$ cat config.mk
export PLATFORM = sky130hd
export DESIGN_NAME = lil_ctrl
export DESIGN_NICKNAME = d
export VERILOG_FILES = /design/src/hw/rtl/lil_pkg.sv /design/src/hw/rtl/lil_ctrl.sv
export SDC_FILE = /design/constraint.sdc
export NUM_CORES = 1
export LEC_CHECK = 0
export ABC_AREA = 1
export BUFFER_PORTS_ARGS = -buffer_cell sky130_fd_sc_hd__buf_2
export CAP_MARGIN = 40
export CORE_MARGIN = 5
export CORE_UTILIZATION = 44
export CTS_CLUSTER_SIZE = 25
export DETAILED_ROUTE_END_ITERATION = 7
export PLACE_DENSITY = 0.69
export SKIP_CTS_REPAIR_TIMING = 1
export SLEW_MARGIN = 20
export SYNTH_ARGS = -nofsm -noshare
export SYNTH_HDL_FRONTEND = slang
export SYNTH_SLANG_ARGS = --single-unit
export TNS_END_PERCENT = 30
$ cat constraint.sdc
create_clock -name clock -period 3.5 [get_ports clock]
set_clock_uncertainty 0.05 [all_clocks]
set_input_delay 0 -clock clock [delete_from_list [all_inputs] [get_ports clock]]
set_output_delay 0 -clock clock [all_outputs]
set_load 0.1 [all_outputs]
$ cat src/hw/rtl/lil_pkg.sv
// Shared types, codes and constants of the learned index lookup unit.
`timescale 1ns / 1ps
`default_nettype none
package lil_pkg;

   localparam int WORD_W      = 64;
   localparam int SLOT_W      = 12;
   localparam int SCALE_SHIFT = 20;
   localparam int FRAC_GAP    = 12;   // Q32.32 fraction bits minus the scale shift.
   localparam logic [WORD_W-1:0] INT_MAX = {1'b0, {(WORD_W-1){1'b1}}};
   localparam logic [WORD_W-1:0] INT_MIN = {1'b1, {(WORD_W-1){1'b0}}};

   typedef enum logic [1:0] {
      CMD_CLEAR  = 2'd0,
      CMD_APPEND = 2'd1,
      CMD_BUILD  = 2'd2,
      CMD_LOOKUP = 2'd3
   } cmd_code_type;

   typedef enum logic [4:0] {
      DP_NOP,
      DP_CLEAR,
      DP_WB_SQ,
      DP_WB_APPEND,
      DP_WB_MX,
      DP_WB_MYQ,
      DP_WB_MXY,
      DP_WB_MXX,
      DP_WB_T2,
      DP_DEGEN,
      DP_ZERO_FIT,
      DP_WB_T,
      DP_WB_SLOPE,
      DP_WB_SATMUL,
      DP_WB_ICPT,
      DP_WB_PRED,
      DP_WB_IDX,
      DP_RD_CUR,
      DP_STEP_DN,
      DP_SET_CUR,
      DP_RD_NEXT,
      DP_STEP_UP
   } dp_op_type;

   typedef enum logic [1:0] {
      MA_KEY,
      MA_CNT,
      MA_MX,
      MA_SLOPE
   } mul_a_sel_type;

   typedef enum logic [1:0] {
      MB_KEY,
      MB_MX,
      MB_MYQ
   } mul_b_sel_type;

   typedef enum logic [2:0] {
      DN_SX,
      DN_SY,
      DN_SXY,
      DN_SXX,
      DN_COV
   } div_num_sel_type;

   typedef enum logic [5:0] {
      ST_IDLE,
      ST_DISPATCH,
      ST_APP_SQ_GO,
      ST_APP_SQ_WAIT,
      ST_APP_XY_GO,
      ST_APP_XY_WAIT,
      ST_BLD_MX_GO,
      ST_BLD_MX_WAIT,
      ST_BLD_MYQ_GO,
      ST_BLD_MYQ_WAIT,
      ST_BLD_MXY_GO,
      ST_BLD_MXY_WAIT,
      ST_BLD_MXX_GO,
      ST_BLD_MXX_WAIT,
      ST_BLD_T2_GO,
      ST_BLD_T2_WAIT,
      ST_BLD_CHECK,
      ST_BLD_T_GO,
      ST_BLD_T_WAIT,
      ST_BLD_SLOPE_GO,
      ST_BLD_SLOPE_WAIT,
      ST_BLD_ICPT_GO,
      ST_BLD_ICPT_WAIT,
      ST_BLD_ICPT,
      ST_LK_PRED_GO,
      ST_LK_PRED_WAIT,
      ST_LK_PRED,
      ST_LK_IDX,
      ST_LK_RD,
      ST_LK_DN,
      ST_LK_UPC,
      ST_LK_UP,
      ST_FINISH
   } ctrl_state_type;

   typedef struct packed {
      logic            req_take;
      dp_op_type       op;
      logic            mul_start;
      mul_a_sel_type   mul_a;
      mul_b_sel_type   mul_b;
      logic            div_start;
      div_num_sel_type div_num;
      logic            rsp_load;
      logic            rsp_flag;
      logic            rsp_use_idx;
   } ctrl_cmd_type;

   typedef struct packed {
      cmd_code_type cmd;
      logic         left;
      logic         mul_done;
      logic         div_done;
      logic         table_empty;
      logic         table_full;
      logic         degen;
      logic         rd_lt_key;
      logic         rd_eq_key;
      logic         cur_lt_key;
      logic         cur_eq_key;
      logic         idx_zero;
      logic         idx_last;
   } dp_status_type;

endpackage
`default_nettype wire

$ cat src/hw/rtl/lil_ctrl.sv
// Controller state machine that sequences append, build and lookup transactions.
`timescale 1ns / 1ps
`default_nettype none
module lil_ctrl
   import lil_pkg::*;
(
   input  wire logic          clock,
   input  wire logic          reset,
   input  wire logic          req_valid,
   output logic               req_stall,
   output logic               rsp_valid,
   input  wire logic          rsp_stall,
   input  wire dp_status_type status,
   output ctrl_cmd_type       cmd
);

   ctrl_state_type state_ff, state_in;
   logic           flag_ff, flag_in, use_ff, use_in;
   logic           rsp_valid_ff, rsp_valid_in;
   logic           dn_go, up_go;

   always_comb begin
      state_in        = state_ff;
      flag_in         = flag_ff;
      use_in          = use_ff;
      cmd.req_take    = 1'b0;
      cmd.op          = DP_NOP;
      cmd.mul_start   = 1'b0;
      cmd.mul_a       = MA_KEY;
      cmd.mul_b       = MB_KEY;
      cmd.div_start   = 1'b0;
      cmd.div_num     = DN_SX;
      cmd.rsp_load    = 1'b0;
      cmd.rsp_flag    = flag_ff;
      cmd.rsp_use_idx = use_ff;
      req_stall       = (state_ff != ST_IDLE);
      // Left mode steps down over equal and larger entries; right mode only over larger ones.
      dn_go = !status.idx_zero &&
              (status.left ? !status.rd_lt_key : !(status.rd_lt_key || status.rd_eq_key));
      up_go = !status.idx_last &&
              (status.left ? status.cur_lt_key : (status.cur_lt_key || status.cur_eq_key));

      unique case (state_ff)
         ST_IDLE: begin
            if (req_valid) begin
               cmd.req_take = 1'b1;
               state_in     = ST_DISPATCH;
            end
         end
         ST_DISPATCH: begin
            unique case (status.cmd)
               CMD_CLEAR: begin
                  cmd.op   = DP_CLEAR;
                  state_in = ST_IDLE;
               end
               CMD_APPEND: state_in = status.table_full ? ST_IDLE : ST_APP_SQ_GO;
               CMD_BUILD: begin
                  if (status.table_empty) begin
                     cmd.op   = DP_ZERO_FIT;
                     flag_in  = 1'b1;
                     use_in   = 1'b0;
                     state_in = ST_FINISH;
                  end else begin
                     state_in = ST_BLD_MX_GO;
                  end
               end
               CMD_LOOKUP: begin
                  if (status.table_empty) begin
                     flag_in  = 1'b1;
                     use_in   = 1'b0;
                     state_in = ST_FINISH;
                  end else begin
                     state_in = ST_LK_PRED_GO;
                  end
               end
               default: state_in = ST_IDLE;
            endcase
         end
         ST_APP_SQ_GO: begin
            cmd.mul_start = 1'b1;
            cmd.mul_a     = MA_KEY;
            cmd.mul_b     = MB_KEY;
            state_in      = ST_APP_SQ_WAIT;
         end
         ST_APP_SQ_WAIT: begin
            if (status.mul_done) begin
               cmd.op   = DP_WB_SQ;
               state_in = ST_APP_XY_GO;
            end
         end
         ST_APP_XY_GO: begin
            cmd.mul_start = 1'b1;
            cmd.mul_a     = MA_CNT;
            cmd.mul_b     = MB_KEY;
            state_in      = ST_APP_XY_WAIT;
         end
         ST_APP_XY_WAIT: begin
            if (status.mul_done) begin
               cmd.op   = DP_WB_APPEND;
               state_in = ST_IDLE;
            end
         end
         ST_BLD_MX_GO: begin
            cmd.div_start = 1'b1;
            cmd.div_num   = DN_SX;
            state_in      = ST_BLD_MX_WAIT;
         end
         ST_BLD_MX_WAIT: begin
            if (status.div_done) begin
               cmd.op   = DP_WB_MX;
               state_in = ST_BLD_MYQ_GO;
            end
         end
         ST_BLD_MYQ_GO: begin
            cmd.div_start = 1'b1;
            cmd.div_num   = DN_SY;
            state_in      = ST_BLD_MYQ_WAIT;
         end
         ST_BLD_MYQ_WAIT: begin
            if (status.div_done) begin
               cmd.op   = DP_WB_MYQ;
               state_in = ST_BLD_MXY_GO;
            end
         end
         ST_BLD_MXY_GO: begin
            cmd.div_start = 1'b1;
            cmd.div_num   = DN_SXY;
            state_in      = ST_BLD_MXY_WAIT;
         end
         ST_BLD_MXY_WAIT: begin
            if (status.div_done) begin
               cmd.op   = DP_WB_MXY;
               state_in = ST_BLD_MXX_GO;
            end
         end
         ST_BLD_MXX_GO: begin
            cmd.div_start = 1'b1;
            cmd.div_num   = DN_SXX;
            state_in      = ST_BLD_MXX_WAIT;
         end
         ST_BLD_MXX_WAIT: begin
            if (status.div_done) begin
               cmd.op   = DP_WB_MXX;
               state_in = ST_BLD_T2_GO;
            end
         end
         ST_BLD_T2_GO: begin
            cmd.mul_start = 1'b1;
            cmd.mul_a     = MA_MX;
            cmd.mul_b     = MB_MX;
            state_in      = ST_BLD_T2_WAIT;
         end
         ST_BLD_T2_WAIT: begin
            if (status.mul_done) begin
               cmd.op   = DP_WB_T2;
               state_in = ST_BLD_CHECK;
            end
         end
         ST_BLD_CHECK: begin
            if (status.degen) begin
               cmd.op   = DP_DEGEN;
               flag_in  = 1'b1;
               use_in   = 1'b0;
               state_in = ST_FINISH;
            end else begin
               state_in = ST_BLD_T_GO;
            end
         end
         ST_BLD_T_GO: begin
            cmd.mul_start = 1'b1;
            cmd.mul_a     = MA_MX;
            cmd.mul_b     = MB_MYQ;
            state_in      = ST_BLD_T_WAIT;
         end
         ST_BLD_T_WAIT: begin
            if (status.mul_done) begin
               cmd.op   = DP_WB_T;
               state_in = ST_BLD_SLOPE_GO;
            end
         end
         ST_BLD_SLOPE_GO: begin
            cmd.div_start = 1'b1;
            cmd.div_num   = DN_COV;
            state_in      = ST_BLD_SLOPE_WAIT;
         end
         ST_BLD_SLOPE_WAIT: begin
            if (status.div_done) begin
               cmd.op   = DP_WB_SLOPE;
               state_in = ST_BLD_ICPT_GO;
            end
         end
         ST_BLD_ICPT_GO: begin
            cmd.mul_start = 1'b1;
            cmd.mul_a     = MA_SLOPE;
            cmd.mul_b     = MB_MX;
            state_in      = ST_BLD_ICPT_WAIT;
         end
         ST_BLD_ICPT_WAIT: begin
            if (status.mul_done) begin
               cmd.op   = DP_WB_SATMUL;
               state_in = ST_BLD_ICPT;
            end
         end
         ST_BLD_ICPT: begin
            cmd.op   = DP_WB_ICPT;
            flag_in  = 1'b0;
            use_in   = 1'b0;
            state_in = ST_FINISH;
         end
         ST_LK_PRED_GO: begin
            cmd.mul_start = 1'b1;
            cmd.mul_a     = MA_SLOPE;
            cmd.mul_b     = MB_KEY;
            state_in      = ST_LK_PRED_WAIT;
         end
         ST_LK_PRED_WAIT: begin
            if (status.mul_done) begin
               cmd.op   = DP_WB_SATMUL;
               state_in = ST_LK_PRED;
            end
         end
         ST_LK_PRED: begin
            cmd.op   = DP_WB_PRED;
            state_in = ST_LK_IDX;
         end
         ST_LK_IDX: begin
            cmd.op   = DP_WB_IDX;
            state_in = ST_LK_RD;
         end
         ST_LK_RD: begin
            cmd.op   = DP_RD_CUR;
            state_in = ST_LK_DN;
         end
         ST_LK_DN: begin
            if (dn_go) begin
               cmd.op = DP_STEP_DN;
            end else begin
               cmd.op   = DP_SET_CUR;
               state_in = ST_LK_UPC;
            end
         end
         ST_LK_UPC: begin
            if (up_go) begin
               cmd.op   = DP_RD_NEXT;
               state_in = ST_LK_UP;
            end else begin
               flag_in  = 1'b0;
               use_in   = 1'b1;
               state_in = ST_FINISH;
            end
         end
         ST_LK_UP: begin
            if (status.rd_lt_key || status.rd_eq_key) begin
               cmd.op   = DP_STEP_UP;
               state_in = ST_LK_UPC;
            end else begin
               flag_in  = 1'b0;
               use_in   = 1'b1;
               state_in = ST_FINISH;
            end
         end
         ST_FINISH: begin
            if (!rsp_valid_ff || !rsp_stall) begin
               cmd.rsp_load = 1'b1;
               state_in     = ST_IDLE;
            end
         end
         default: state_in = ST_IDLE;
      endcase

      if (cmd.rsp_load) begin
         rsp_valid_in = 1'b1;
      end else if (rsp_valid_ff && !rsp_stall) begin
         rsp_valid_in = 1'b0;
      end else begin
         rsp_valid_in = rsp_valid_ff;
      end
   end

   always_ff @(posedge clock) begin
      if (reset) begin
         state_ff     <= ST_IDLE;
         rsp_valid_ff <= 1'b0;
      end else begin
         state_ff     <= state_in;
         rsp_valid_ff <= rsp_valid_in;
      end
   end

   always_ff @(posedge clock) begin
      flag_ff <= flag_in;
      use_ff  <= use_in;
   end

   assign rsp_valid = rsp_valid_ff;

endmodule
`default_nettype wire

==> results.sh <==
export IMPL_rsz0062_at_grt="false"
export IMPL_numPortBuffers=37
export IMPL_whs_endpoint="use_ff"
export IMPL_first_pass_iters=4
export IMPL_cts_tree="done"
export IMPL_cts_sinks=9
export IMPL_ys_seq_area_share_pct=14.3
export IMPL_met2_usage_pct=33.7
export IMPL_synth_cell_types=24
export IMPL_rows=20
export IMPL_synth_top_area_share_pct=21.7
export IMPL_p_leak_nw=1.09
export IMPL_numCtsBuffers=3
export IMPL_start_kind="flop"
export IMPL_setup_violations_final=0
export IMPL_fill_cells=354
export IMPL_wire_per_inst_um=12.5
export IMPL_clockBufferDepth=2
export IMPL_peakVddDrop_mv=0.630
export IMPL_antennaDiodeCount=0
export IMPL_synth_edf_count=2
export IMPL_power_uw=744
export IMPL_grt_max_degree=26
export IMPL_use_met3_pct=4.05
export IMPL_syn_num_nets=293
export IMPL_critical_path_arrival_ns=2.30
export IMPL_insertion_delay_ns=0.26
export IMPL_multi_input_area_mm2=0.00101
export IMPL_synth_area_mm2=0.00140
export IMPL_worst_pin_slew_ns=0.514
export IMPL_yosys_top_cells_count="nand2_1 (81), nor2_1 (47), nand3_1 (40)"
export IMPL_min_period_ns=2.35
export IMPL_ys_flop_type="dfxtp_1"
export IMPL_antenna_found_initial=0
export IMPL_async_reset_ff_share_pct=0
export IMPL_fin_nets=331
export IMPL_drcViolationCount=0
export IMPL_timing_rr_start="state_ff[4]"
export IMPL_register_area_um2=200
export IMPL_track_usage_pct=21.2
export IMPL_drt_initial_drc_count=110
export IMPL_coreArea_mm2=0.00305
export IMPL_cp_data_required_time_ns=3.45
export IMPL_endpoint_kind="primary output"
export IMPL_placed_cells=350
export IMPL_clkTransAtPathRegs_ns=0.06
export IMPL_finalWeightedCongestion=0.969
export IMPL_antenna_left=0
export IMPL_dieArea_mm2=0.00442
export IMPL_synth_largest_area_cell="nand2_1"
export IMPL_cts_htree_levels=1
export IMPL_min_from="status[8]"
export IMPL_die_h_um=66.5
export IMPL_rrSetupSlack_ns=1.61
export IMPL_start_util_pct=45.9
export IMPL_maxCapViolCount=0
export IMPL_regToRegEndpoint="state_ff[1]"
export IMPL_syn_to_final_growth_pct=17.4
export IMPL_vias=1838
export IMPL_hold_depth=3
export IMPL_hold_class="input port to flop"
export IMPL_root_buffer="clkbuf_4"
export IMPL_synthMostInstantiatedCell="nand2_1"
export IMPL_postSynthCellCount=275
export IMPL_timing_fmax_mhz=425
export IMPL_powerDensity_mw_per_mm2=452
export IMPL_slew_headroom_pct=65.4
export IMPL_dp_final_hpwl_um=3600
export IMPL_ys_seq_elements=9
export IMPL_use_met1_pct=29.8
export IMPL_outcome="finished, final reports clean"
export IMPL_drt_total_wl_um=4450
export IMPL_crit_fanout=25
export IMPL_synthTopCellsByArea="nand2_1 (22%), nand3_1 (14%), nor2_1 (13%)"
export IMPL_setup_tns_ns=0
export IMPL_ys_warn_count=0
export IMPL_busiest_layer="met2"
export IMPL_final_cells=356
export IMPL_drt_vias_per_instance=5.16
export IMPL_drv_slew=0
export IMPL_avgSynthCellArea_um2=5.10
export IMPL_reg2reg_depth=9
export IMPL_io_pins=38
export IMPL_grt_pass1_vias=1604
export IMPL_criticalPathCategory="flop to primary output"
export IMPL_hold_viol=0
export IMPL_grt_pass1_wl_um=7290
export IMPL_die_w_um=66.5
export IMPL_overflow=0
export IMPL_fin_hold_ws_ns=0.174
export IMPL_drive_above_1_share_pct=17.9
export IMPL_period_share_pct=67.2
-- logic make-up after synthesis --
logic type	count (synthesis)	share of synthesized area (%)
DFF	9	14.3
and+or+nand+nor	193	61.4
AOI/OAI and AO/OA	28	10.9
buffers and inverters	45	13.5
-- area by class of cell --
class                   count  share of cell area [%]
repair buffers             39                    12.5
inverters                  39                    8.89
multi-input cells         221                    61.6
well taps                  44                    3.34
clock buffers               4                    1.60
flip-flops and latches      9                    12.2
-- critical path: stages (launching register included) --
cell and delay, ns:
dfxtp_1 0.37, nor2_4 0.46, inv_1 0.18, nor2_2 0.20
nand3_1 0.11, nor2_1 0.15, nor2_1 0.05, o211ai_1 0.07
buf_2 0.45
-- layout by cell type (no fill, tap or decap), types with 5 or more instances in the layout --
cell | netlist | final
nand2_1 | 81 | 81
nor2_1 | 47 | 47
nand3_1 | 40 | 40
buf_2 | 1 | 37
inv_1 | 35 | 35
a21oi_1 | 13 | 13
o21ai_0 | 9 | 9
nand4_1 | 9 | 9
dfxtp_1 | 7 | 7
nor2_2 | 5 | 5
-- worst max path at each step --
stage                            from  endpoint  depth (start not counted)
after floorplan           state_ff[2]   cmd[17]                          3
after global placement    state_ff[4]   cmd[12]                          7
after detailed placement  state_ff[4]   cmd[13]                          8
after CTS                 state_ff[4]   cmd[13]                          8
after global routing      state_ff[4]   cmd[13]                          8
final                     state_ff[4]   cmd[13]                          8
-- through the flow --
| step | setup slack, ns | utilization [%] | instance area [um2] |
|---|---|---|---|
| after floorplan | 0.361 | - | 1400 |
| after global placement | 1.50 | 52.4 | 1600 |
| after detailed placement | 1.46 | 52.4 | 1600 |
| after CTS | 1.17 | 53.3 | 1630 |
| after global routing | 0.916 | 53.9 | 1650 |
| final | 1.15 | 53.9 | 1650 |
-- state kept, by name, indices dropped and copies added (netlist names) --
register	count
state_ff	6
flag_ff	1
rsp_valid	1
use_ff	1
-- power breakdown --
part           internal [mW]  switching (mW)  leakage, nW  total, mW
clock network         0.0439          0.0356       0.0150     0.0795
logic                  0.102           0.420         1.00      0.522
registers              0.120          0.0227       0.0721      0.143
-- per-layer routing --
layer	vias up	part of all wire, %
met5	-	0
met4	0	0.79
met3	2	11
met2	96	44
met1	782	44
li1	958	-
Power figures use the tool's default switching activity.
